--- config.mk ---
export PLATFORM = sky130hd
export DESIGN_NAME = tlfc_eval
export DESIGN_NICKNAME = d
export VERILOG_FILES = /design/src/hdl/tlfc_pkg.sv /design/src/hdl/tlfc_eval.sv
export SDC_FILE = /design/constraint.sdc
export NUM_CORES = 1
export LEC_CHECK = 0
export BUFFER_PORTS_ARGS = -buffer_cell sky130_fd_sc_hd__buf_4
export CAP_MARGIN = 20
export CORE_ASPECT_RATIO = 0.9
export CORE_MARGIN = 3
export CORE_UTILIZATION = 41
export DETAILED_ROUTE_END_ITERATION = 7
export PLACE_DENSITY = 0.89
export SYNTH_ARGS = -nofsm -noshare
export SYNTH_HDL_FRONTEND = slang
export SYNTH_SLANG_ARGS = --single-unit
--- constraint.sdc ---
create_clock -name vclk -period 2.1
set_input_delay 0.42 -clock vclk [all_inputs]
set_output_delay 0.42 -clock vclk [all_outputs]
set_load 0.01 [all_outputs]
--- src/hdl/tlfc_pkg.sv ---
// ---------------------------------------------------------------------------
// tlfc_pkg
// Widths, report codes, state/result types and report ordering.
// ---------------------------------------------------------------------------
package tlfc_pkg;

    localparam int LINE_NUMBER_WIDTH = 32;
    localparam int LINE_OUT_W        = 32;
    localparam int POS_W             = 21;
    localparam int CODE_W            = 4;
    localparam int REPORT_N          = 9;

    localparam logic [POS_W-1:0] LIMIT_RESET = POS_W'(1048576);

    localparam logic [7:0] CH_SPACE   = 8'h20;
    localparam logic [7:0] CH_NEWLINE = 8'h0A;
    localparam logic [7:0] CH_TAB     = 8'h09;
    localparam logic [7:0] CH_CR      = 8'h0D;
    localparam logic [7:0] CH_TILDE   = 8'h7E;

    localparam logic KIND_DATA = 1'b0;
    localparam logic KIND_EOS  = 1'b1;

    // report codes
    localparam logic [CODE_W-1:0] RC_NONPRINT   = 4'd0;
    localparam logic [CODE_W-1:0] RC_TAB_LIKE   = 4'd1;
    localparam logic [CODE_W-1:0] RC_DOUBLE_WS  = 4'd2;
    localparam logic [CODE_W-1:0] RC_LEAD_WS    = 4'd3;
    localparam logic [CODE_W-1:0] RC_TRAIL_WS   = 4'd4;
    localparam logic [CODE_W-1:0] RC_EMPTY      = 4'd5;
    localparam logic [CODE_W-1:0] RC_NO_NEWLINE = 4'd6;
    localparam logic [CODE_W-1:0] RC_TOO_LONG   = 4'd7;
    localparam logic [CODE_W-1:0] RC_DONE       = 4'd8;

    typedef logic [REPORT_N-1:0] report_mask_t;

    typedef struct packed {
        logic [LINE_NUMBER_WIDTH-1:0] current_line;
        logic [POS_W-1:0]             line_position;
        logic                         prev_ws;
        logic                         too_long;
        logic                         error_seen;
    } line_state_t;

    typedef struct packed {
        report_mask_t mask;
        logic         all_passed;
    } eval_res_t;

    // Pending report that goes out next, in detection order:
    // lead ws, nonprint, tab-like, double ws, no newline, empty, trail ws,
    // too long, done.
    function automatic logic [CODE_W-1:0] next_code(input report_mask_t m);
        logic [CODE_W-1:0] c;
        c = RC_DONE;
        if (m[RC_LEAD_WS])
            c = RC_LEAD_WS;
        else if (m[RC_NONPRINT])
            c = RC_NONPRINT;
        else if (m[RC_TAB_LIKE])
            c = RC_TAB_LIKE;
        else if (m[RC_DOUBLE_WS])
            c = RC_DOUBLE_WS;
        else if (m[RC_NO_NEWLINE])
            c = RC_NO_NEWLINE;
        else if (m[RC_EMPTY])
            c = RC_EMPTY;
        else if (m[RC_TRAIL_WS])
            c = RC_TRAIL_WS;
        else if (m[RC_TOO_LONG])
            c = RC_TOO_LONG;
        return c;
    endfunction

endpackage

--- src/hdl/tlfc_eval.sv ---
// ---------------------------------------------------------------------------
// tlfc_eval
// Per-word checks: report set and next line state for one input word.
// ---------------------------------------------------------------------------
module tlfc_eval (
    input  logic                          kind,
    input  logic [7:0]                    data_byte,
    input  logic [tlfc_pkg::POS_W-1:0]    limit,
    input  tlfc_pkg::line_state_t         st,
    output tlfc_pkg::line_state_t         st_next,
    output tlfc_pkg::eval_res_t           res
);

    logic is_ws;
    logic is_nl;
    logic nonprint;
    logic pos_zero;
    tlfc_pkg::report_mask_t m;

    assign is_ws    = (data_byte == tlfc_pkg::CH_SPACE) ||
                      ((data_byte >= tlfc_pkg::CH_TAB) && (data_byte <= tlfc_pkg::CH_CR));
    assign is_nl    = (data_byte == tlfc_pkg::CH_NEWLINE);
    assign nonprint = (data_byte < tlfc_pkg::CH_SPACE) || (data_byte > tlfc_pkg::CH_TILDE);
    assign pos_zero = (st.line_position == '0);

    always_comb
    begin
        m       = '0;
        st_next = st;
        res.all_passed = 1'b0;
        if (kind == tlfc_pkg::KIND_EOS)
        begin
            if (!pos_zero)
            begin
                m[tlfc_pkg::RC_NO_NEWLINE] = 1'b1;
                if (!st.too_long && st.prev_ws)
                    m[tlfc_pkg::RC_TRAIL_WS] = 1'b1;
            end
            m[tlfc_pkg::RC_DONE] = 1'b1;
            res.all_passed = !(st.error_seen || !pos_zero);
            st_next.current_line  = tlfc_pkg::LINE_NUMBER_WIDTH'(1);
            st_next.line_position = '0;
            st_next.prev_ws       = 1'b0;
            st_next.too_long      = 1'b0;
            st_next.error_seen    = 1'b0;
        end
        else
        begin
            if (st.line_position >= limit)
            begin
                // only the first byte past the limit reports
                if (!st.too_long)
                begin
                    st_next.too_long = 1'b1;
                    m[tlfc_pkg::RC_TOO_LONG] = 1'b1;
                end
            end
            else if (is_nl)
            begin
                if (pos_zero)
                    m[tlfc_pkg::RC_EMPTY] = 1'b1;
                else if (st.prev_ws)
                    m[tlfc_pkg::RC_TRAIL_WS] = 1'b1;
            end
            else
            begin
                m[tlfc_pkg::RC_LEAD_WS]   = pos_zero && is_ws;
                m[tlfc_pkg::RC_NONPRINT]  = nonprint;
                m[tlfc_pkg::RC_TAB_LIKE]  = is_ws && (data_byte != tlfc_pkg::CH_SPACE);
                m[tlfc_pkg::RC_DOUBLE_WS] = !pos_zero && is_ws && st.prev_ws;
            end

            if (is_nl)
            begin
                if (!(&st.current_line))
                    st_next.current_line = st.current_line + 1'b1;
                st_next.line_position = '0;
                st_next.prev_ws       = 1'b0;
                st_next.too_long      = 1'b0;
            end
            else
            begin
                st_next.prev_ws = is_ws;
                if (!(&st.line_position))
                    st_next.line_position = st.line_position + 1'b1;
            end
            st_next.error_seen = st.error_seen || (m != '0);
        end
        res.mask = m;
    end

endmodule

==> impl_metrics.csv, run 1 <==
group,metric,value,unit
clock_network,postCtsSetupRepairBufs,18,
synthesis,synth.avg_cell_area,6.26,um^2
placed_design,place_area,0.00451,mm^2
floorplanning,rows,25,
floorplanning,die_y,77.3,um
synthesis,synth_warnings,0,
clock_network,hold_buffers,0,
floorplanning,ioPinCount,152,
synthesis,synth_area,0.00232,mm^2
clock_network,cts-resized-gates,193,
placed_design,gp_congestion,0.957,
placed_design,dp_hpwl,9220,um
synthesis,synth_cell_types,47,
run_status,error,"[ERROR DPL-0038] Utilization greater than 100%, impossible to legalize",
synthesis,syn_nets,480,
floorplanning,die_x,85.2,um
synthesis,seq_area_frac_synth,0,%
run_status,status,"did not finish",
placed_design,io_buffers,152,
run_status,stop_stage,"4_1_cts",
synthesis,synthCells,370,
floorplanning,initial_core_util,43.3,%
-- metrics by stage --
stage          setup WS (ns)  util, %  instances  setup TNS (ns)
3_5_place_dp          -0.473     84.3        680          -18.48
3_3_place_gp          -0.392     84.3        680          -14.34
2_1_floorplan        -0.0976        -        370          -0.976
-- Yosys cell counts (all sizes together) --
cell / n / area, um^2
a2111oi: 5 / 68.8
a211oi: 2 / 15.0
a21boi: 1 / 7.51
a21oi: 16 / 80.1
a22oi: 1 / 7.51
a311oi: 1 / 8.76
a31o: 1 / 8.76
and2: 10 / 62.6
and3: 13 / 85.1
and3b: 1 / 8.76
and4: 7 / 66.3
buf: 8 / 42.5
clkbuf: 7 / 27.5
ha: 24 / 300
inv: 30 / 113
mux2i: 1 / 10.0
nand2: 25 / 93.8
nand2b: 4 / 25.0
nand3: 23 / 120
nand3b: 1 / 7.51
nand4: 23 / 144
nor2: 58 / 218
nor2b: 1 / 6.26
nor3: 21 / 110
nor3b: 6 / 50.1
nor4: 12 / 75.1
nor4b: 2 / 17.5
o211ai: 2 / 15.0
o21ai: 8 / 40.0
o221ai: 2 / 17.5
or2: 2 / 12.5
or3: 3 / 23.8
or4: 1 / 7.51
or4b: 1 / 10.0
xnor2: 26 / 228
xor2: 21 / 184
-- logic make-up after synthesis --
logic type | Yosys count | share of synthesized area [%]
xor+xnor | 47 | 17.8
mux | 1 | 0.432
simple gates | 214 | 49.4
compound gates | 39 | 11.6
buf+inv | 45 | 7.88
fa+ha+maj | 24 | 13.0
==> run 2, diff against run 1 <==
- CORE_ASPECT_RATIO: 0.9 -> unset
- CORE_UTILIZATION: 41 -> 36
- PLACE_DENSITY: 0.89 -> unset
- PLACE_DENSITY_LB_ADDON: unset -> 0.15
- clock period: 2.1 -> 2.7 ns (I/O delays scaled with it)
==> run 2 against run 1 <==
The flow now finishes, with violations (negative setup slack). Synthesized area unchanged. Synthesized cell count unchanged.
==> impl_metrics.csv, run 2 <==
group,metric,value,unit
detailed_routing,firstDrtPassIters,4,
power,power_density,125,mW/mm^2
synthesis,synthCells,370,
finish,final_nets,699,
synthesis,synthSimpleGateAreaFrac,49.4,%
timing,max_slew_margin,74.5,%
finish,nClkBuffers,0,
finish,final_cell_mix,"buf_4, nor2_1, xnor2_1",
global_routing,grt_pass1_vias,3353,
placed_design,io_buffers,152,
setup_path,cp_common_cell,"buf_4",
synthesis,synth_warnings,0,
detailed_routing,vias_per_cell,5.44,
floorplanning,die_x,86.2,um
floorplanning,die_y,86.2,um
finish,instances_no_fill,662,
setup_path,cp.arrival,2.21,ns
run,cap_viol_max_count,0,
synthesis,yosys-mux-area-fraction,0.432,%
setup_path,cp.required,2.16,ns
detailed_routing,drc,0,
synthesis,synth_cell_types,47,
detailed_routing,drt-initial-drc-count,190,
synthesis,synth_fa_ha_area_share,13.0,%
power,p_sw_share,46.8,%
global_routing,grt_use_total,23.1,%
synthesis,synth_top_family_by_area,"simple AND/OR/NAND/NOR gates",
floorplanning,initial_core_util,38.2,%
global_routing,overflow,0,
synthesis,yosysTopAreaCell,"ha_1",
synthesis,syn_nets,480,
setup_path,crit_end,"st_next[0]",
setup_path,critPathTopFamily,"simple AND/OR/NAND/NOR gates",
run_status,violations,"negative setup slack",
clock_network,hold_buffers,0,
synthesis,synthTopCellsByCount,"nor2_1, inv_1, xnor2_1",
setup_path,path_cells,"buf_4 -> buf_4 -> buf_4 -> nor4_1 -> nand3_1 -> a22oi_2 -> a2111oi_4 -> a311oi_1 -> buf_4",
setup_path,crit_buf_inv,4,
worst_hold_path,hp-class,"primary input to primary output",
power,p_leak,2.08,nW
timing,period_share,102,%
floorplanning,rows,28,
timing,rsz0062_at_grt,"true",
detailed_routing,vias,3599,
synthesis,synth_xor_area_share,17.8,%
timing,hold_viol,0,
finish,n_antenna_cell,0,
setup_path,cp_slowest_cell,"nor4_1",
finish,drive_above_1_share,52.1,%
finish,nFlopsAndLatches,0,
setup_path,critical_path_cell_count,9,
setup_path,cp_max_fo,4,
synthesis,ys_top_cells_by_area,"ha_1, xnor2_1, nor2_1",
power,p_total,0.577,mW
floorplanning,coreArea,0.00606,mm^2
floorplanning,die-area,0.00744,mm^2
placed_design,gp_congestion,0.872,
synthesis,synth.avg_cell_area,6.26,um^2
setup_path,endpoint_kind,"primary output",
detailed_routing,wire_per_inst,15.2,um
timing,period_needed,2.75,ns
setup_path,crit_type,"primary input to primary output",
global_routing,grt_pass1_wl,14700,um
power,vdd.ir_drop.worst,0.111,mV
power,p_sw,0.270,mW
power,seqPwrFrac,0,%
power,p_int,0.307,mW
finish,area_growth,98.8,%
floorplanning,ioPinCount,152,
setup_path,worst_path_largest_cell_delay,0.38,ns
timing,setup_viol,5,
timing,worst_slew_pin_slew,0.383,ns
power,clock_power_share,0,%
timing,slew_viol_final,0,
timing,fin_setup_tns,-0.152,ns
setup_path,crit_start,"st[21]",
placed_design,dp_hpwl,7490,um
timing,setup_ws,-0.0483,ns
power,pwr-share-comb,100.0,%
placed_design,dp.cells,649,
finish,final-seq-area,0,um^2
timing,fmax,0.364,GHz
synthesis,synth_compound_area_share,11.6,%
worst_hold_path,whs_path_depth,3,
setup_path,start_kind,"primary input",
run_status,status,"finished, violations left",
global_routing,antenna_found_initial,0,
synthesis,yosysTopAreaCellShare,13.0,%
global_routing,grt_max_degree,26,
finish,final_common_cell,"buf_4",
finish,final_core_util,76.0,%
detailed_routing,detail-route-antenna-nets,0,
detailed_routing,wirelength,10100,um
synthesis,seq_area_frac_synth,0,%
synthesis,synth_area,0.00232,mm^2
synthesis,synth.most_common_cell,"nor2_1",
run 2: cell counts after synthesis:
No cell type changed its count.
run 2: power by group through the flow:
stage,Clock [mW],Combinational [mW],Sequential [mW]
4_1_cts,0,0.519,0
5_1_grt,0,0.626,0
6_report,0,0.577,0
2_1_floorplan,0,0.187,0
3_5_place_dp,0,0.487,0
3_3_place_gp,0,0.477,0
run 2: logic make-up after synthesis:
logic type | after synthesis
simple gates | 214
xor+xnor | 47
buf+inv | 45
compound gates | 39
fa+ha+maj | 24
mux | 1
run 2: repair_timing:
item,in CTS,in global routing
cloned,0,2
pin swaps,16,33
endpoints found under the setup margin,29,56
endpoints found under the hold margin,0,0
buffers inserted,1,10
gates resized for setup,42,62
run 2: per-layer routing:
metal | up-vias | share of wire [%] | GRT usage [%]
li1 | 1768 | - | -
met1 | 1662 | 41 | 30.1
met2 | 157 | 50 | 41.2
met3 | 12 | 7.5 | 3.04
met4 | 0 | 1.2 | 3.40
met5 | - | 0 | 0
run 2: worst min path at each step:
stage | from | to | slack (ns)
after floorplan | st[1] | res[8] | 1.13
after global placement | st[1] | res[8] | 1.35
after detailed placement | st[0] | res[0] | 1.35
after CTS | st[1] | res[8] | 1.35
after global routing | st[1] | res[8] | 1.37
final | st[1] | res[8] | 1.35
run 2: area by class of cell:
type	instances	area, um^2
inverter	30	115
tap	75	93.8
multi-input combinational	326	2570
fill	463	1450
timing repair buffer	231	1820
run 2: through the flow:
step | setup slack [ns] | hold WS [ns] | area (um^2)
6_report | -0.0483 | 1.35 | 4610
3_5_place_dp | -0.186 | 1.35 | 3990
4_1_cts | -0.0156 | 1.35 | 4220
2_1_floorplan | 0.125 | 1.13 | 2320
5_1_grt | -0.161 | 1.37 | 4610
3_3_place_gp | -0.183 | 1.35 | 3990
(Power assumes the default switching activity.)
==> run 3, diff against run 2 <==
- PLACE_DENSITY: unset -> 0.7
- PLACE_DENSITY_LB_ADDON: 0.15 -> unset
==> run 3 against run 2 <==
Largest cell class unchanged. Largest power group unchanged. Sequential share of layout area stayed put. Combinational power up 9.5%. The flow still finishes with violations (negative setup slack). Non-clock buffer count down 3. Routed wire length rose by 11%.
==> impl_metrics.csv, run 3 (synthesized netlist as in run 2, its figures left out) <==
group,metric,value,unit
setup_path,cp_max_fo,3,
setup_path,cp_common_cell,"buf_4",
setup_path,critPathTopFamily,"compound AO/OA/AOI/OAI gates",
setup_path,worst_path_largest_cell_delay,0.31,ns
floorplanning,initial_core_util,38.2,%
finish,final-seq-area,0,um^2
global_routing,antenna_found_initial,0,
timing,fin_hold_ws,1.36,ns
floorplanning,ioPinCount,152,
global_routing,overflow,0,
setup_path,crit_type,"primary input to primary output",
run,cap_viol_max_count,0,
floorplanning,die-area,0.00744,mm^2
detailed_routing,wl_met2,5720,um
detailed_routing,firstDrtPassIters,5,
detailed_routing,vias,3660,
placed_design,dp_hpwl,7920,um
timing,period_needed,2.84,ns
detailed_routing,route.met3.wl,891,um
worst_hold_path,whs_path_depth,3,
detailed_routing,met1_length,4170,um
setup_path,endpoint_kind,"primary output",
power,power_density,133,mW/mm^2
timing,setup_ws,-0.136,ns
finish,n_antenna_cell,0,
timing,slew_viol_final,0,
worst_hold_path,worstHoldEndpoint,"res[8]",
worst_hold_path,hold_start,"st[1]",
placed_design,gp_congestion,0.966,
timing,fmax,0.353,GHz
global_routing,grt_use_total,24.1,%
detailed_routing,drc,0,
detailed_routing,wirelength,11200,um
timing,rsz0062_at_grt,"true",
floorplanning,coreArea,0.00606,mm^2
timing,worst_slew_pin_slew,0.483,ns
run_status,violations,"negative setup slack",
setup_path,cp.required,2.16,ns
floorplanning,rows,28,
detailed_routing,top_layer,"met4",
placed_design,place_area,0.00400,mm^2
detailed_routing,drt-initial-drc-count,157,
setup_path,start_kind,"primary input",
timing,setup_viol,5,
timing,max_slew_margin,67.8,%
setup_path,path_cells,"buf_4 -> buf_4 -> inv_1 -> ha_1 -> nor4b_2 -> nand3_1 -> a22oi_2 -> a2111oi_4 -> a311oi_2 -> buf_4",
placed_design,io_buffers,152,
setup_path,cp.arrival,2.30,ns
finish,drive_above_1_share,54.7,%
detailed_routing,wire_per_inst,17.0,um
finish,multi_input_area,0.00271,mm^2
power,vdd.ir_drop.worst,0.102,mV
timing,period_share,105,%
global_routing,grt_max_degree,27,
detailed_routing,vias_per_cell,5.56,
floorplanning,die_x,86.2,um
setup_path,cp_slowest_cell,"a311oi_2",
finish,fillers,441,
run_status,status,"finished, violations left",
finish,final_common_cell,"buf_4",
floorplanning,die_y,86.2,um
finish,final_cell_mix,"buf_4, nor2_1, xnor2_1",
timing,hold_viol,0,
worst_hold_path,hp-class,"primary input to primary output",
detailed_routing,detail-route-antenna-nets,0,
setup_path,crit_buf_inv,4,
finish,nFlopsAndLatches,0,
timing,fin_setup_tns,-0.236,ns
power,p_leak,2.08,nW
finish,nClkBuffers,0,
global_routing,grt_pass1_wl,15200,um
finish,area_growth,106,%
finish,final_nets,695,
global_routing,grt_pass1_vias,3400,
finish,stdcell_area,0.00476,mm^2
==> run 3: cell count changes in the layout (fill, tap and decap cells not counted), moves of 3 or more <==
cell	previous run	this run
ha_1	16	9
nor4_4	5	1
nor4_1	5	8
buf_4	214	204
buf_8	3	6
ha_4	8	15
a21oi_4	0	3
buf_6	13	16
a21oi_2	9	6
==> run 3: area by class of cell <==
| class | instances | area share (%) |
|---|---|---|
| Inverter | 30 | 2.47 |
| Tap cell | 75 | 1.97 |
| Multi-Input combinational cell | 325 | 56.9 |
| Timing Repair Buffer | 228 | 38.7 |
==> run 3: per-stage QoR <==
step	instances	power [mW]	utilization [%]	setup slack, ns
final	658	0.632	78.6	-0.136
after global routing	658	0.677	78.6	-0.199
after CTS	653	0.541	70.8	-0.0563
after detailed placement	649	0.500	66.0	-0.215
after global placement	649	0.489	66.0	-0.271
after floorplan	370	0.187	-	0.125
==> run 3: routing by layer <==
metal  vias up  global-route usage [%]
met3        34                    2.66
met2       180                    44.6
met1      1698                    29.9
met5         -                       0
li1       1748                       -
met4         0                    4.82
==> run 3: what timing repair did <==
| action | in CTS | in global routing |
|---|---|---|
| pin swaps | 21 | 44 |
| hold buffers | 0 | 0 |
| resized for setup | 50 | 83 |
| setup buffers | 4 | 5 |
| endpoints found under the setup margin | 32 | 55 |
==> run 3: where the power goes <==
group / switching, mW / internal, mW / leakage [nW]
Combinational: 0.299 / 0.334 / 2.08
Clock: 0 / 0 / 0
Sequential: 0 / 0 / 0
==> run 3: worst max-delay path by stage <==
stage                         start    endpoint  slack (ns)  cells after the start
after CTS                    st[15]      res[5]       -0.06                      9
after detailed placement     st[19]  st_next[0]       -0.21                     10
final                         st[4]  st_next[0]       -0.14                     10
after global routing          st[4]  st_next[0]       -0.20                     10
after floorplan           limit[12]      res[5]        0.13                      8
after global placement       st[23]      res[8]       -0.27                      9
==> run 4, diff against run 3 <==
- clock period: 2.7 -> 3.1 ns (I/O delays scaled with it)
==> run 4 against run 3 <==
The run now ends clean. First-iteration DRC count fell by 0.64%. Non-clock buffer count fell by 62. Cell count fell by 9.4%. Count of clock-buffer cells in the layout did not move. Design area fell by 24%. Worst hold slack improved by 0.17 ns. Via count fell by 14%. Total power fell by 38%. Routed wire length fell by 24%. Critical path depth fell by 1. Die area did not move. Setup slack improved by 0.28 ns.
==> impl_metrics.csv, run 4 (synthesized netlist as in run 2, its figures left out) <==
group,metric,value,unit
run_status,status,"complete, no violations",
timing,period_share,95.4,%
finish,n_antenna_cell,0,
timing,worst_slew_pin_slew,0.474,ns
timing,setup_ws,0.143,ns
floorplanning,initial_core_util,38.2,%
finish,final_cell_mix,"buf_4, nor2_1, inv_1",
finish,final_nets,633,
run,cap_viol_max_count,0,
finish,multi_input_area,0.00218,mm^2
global_routing,grt_pass1_vias,2955,
timing,slew_viol_final,0,
detailed_routing,vias,3150,
floorplanning,coreArea,0.00606,mm^2
detailed_routing,detail-route-antenna-nets,0,
floorplanning,die_y,86.2,um
finish,nFlopsAndLatches,0,
setup_path,crit_type,"primary input to primary output",
worst_hold_path,hp-class,"primary input to primary output",
floorplanning,rows,28,
clock_network,postCtsSetupRepairBufs,0,
finish,fillers,625,
setup_path,cp.required,2.48,ns
detailed_routing,wirelength,8490,um
finish,drive_above_1_share,36.3,%
finish,final-seq-area,0,um^2
detailed_routing,top_layer,"met4",
timing,fmax,0.338,GHz
power,vdd.ir_drop.worst,0.0680,mV
global_routing,grt_use_total,20.9,%
placed_design,gp_congestion,0.936,
detailed_routing,wire_per_inst,14.2,um
setup_path,cp_max_fo,5,
timing,period_needed,2.96,ns
detailed_routing,drc,0,
setup_path,endpoint_kind,"primary output",
finish,area_growth,56.6,%
global_routing,grt_pass1_wl,13300,um
setup_path,cp.arrival,2.34,ns
power,p_leak,1.67,nW
timing,max_slew_margin,68.1,%
finish,instances_no_fill,596,
setup_path,start_kind,"primary input",
global_routing,overflow,0,
placed_design,dp_slack,-0.0799,ns
detailed_routing,firstDrtPassIters,4,
placed_design,io_buffers,152,
detailed_routing,vias_per_cell,5.29,
global_routing,grt_max_degree,47,
detailed_routing,wl_met2,4050,um
finish,nClkBuffers,0,
floorplanning,ioPinCount,152,
timing,rsz0062_at_grt,"false",
placed_design,dp_hpwl,7320,um
detailed_routing,route.met3.wl,613,um
detailed_routing,drt-initial-drc-count,156,
finish,final_common_cell,"buf_4",
floorplanning,die_x,86.2,um
global_routing,antenna_found_initial,0,
timing,setup_viol,0,
power,power_density,109,mW/mm^2
placed_design,dp.cells,596,
timing,hold_viol,0,
power,p_total,0.395,mW
detailed_routing,met1_length,3670,um
floorplanning,die-area,0.00744,mm^2
timing,fin_hold_ws,1.53,ns
[run 4: cell count changes in the layout (fill, tap and decap cells not counted), sizes merged]
cell | before | now
buf | 228 | 166
[run 4: final timing paths]
check	startpoint	end	cells past startpoint
hold / removal	st[1]	res[8]	3
setup / recovery	st[23]	st_next[0]	9
[run 4: per-layer routing]
layer,vias to the layer above,track usage [%]
met5,-,0
met4,0,2.55
met3,10,3.52
met2,106,37.8
met1,1409,26.6
li1,1625,-
[run 4: through the flow]
step                      setup TNS, ns  cell area, um^2  utilization [%]
final                                 0             3630             59.9
after global routing                  0             3630             59.9
after CTS                             0             3590             59.3
after detailed placement        -0.0979             3590             59.2
after global placement           -0.160             3590             59.2
after floorplan                       0             2320                -
[run 4: what timing repair did]
item                                    4_1_cts  5_1_grt
hold buffers                                  0        0
hold endpoints to repair                      0        0
endpoints found under the setup margin        2       21
gates resized for setup                       1        9
[run 4: layout make-up]
| type | count | area share, % |
|---|---|---|
| well taps | 75 | 2.59 |
| repair buffers | 166 | 34.3 |
| multi-input cells | 325 | 60.0 |
| inverters | 30 | 3.10 |
[run 4: worst max-delay path: stages]
cell       delay [ns]
buf_4            0.13
ha_1             0.31
nand4_1          0.14
nor3_2           0.35
nand3_1          0.15
nand3_2          0.14
a2111oi_2        0.06
a311oi_1         0.26
buf_4            0.18
[run 4: where the power goes]
group          switching, mW  total (mW)  leakage [nW]  internal (mW)
registers                  0           0             0              0
logic                  0.193       0.395          1.67          0.201
clock network              0           0             0              0
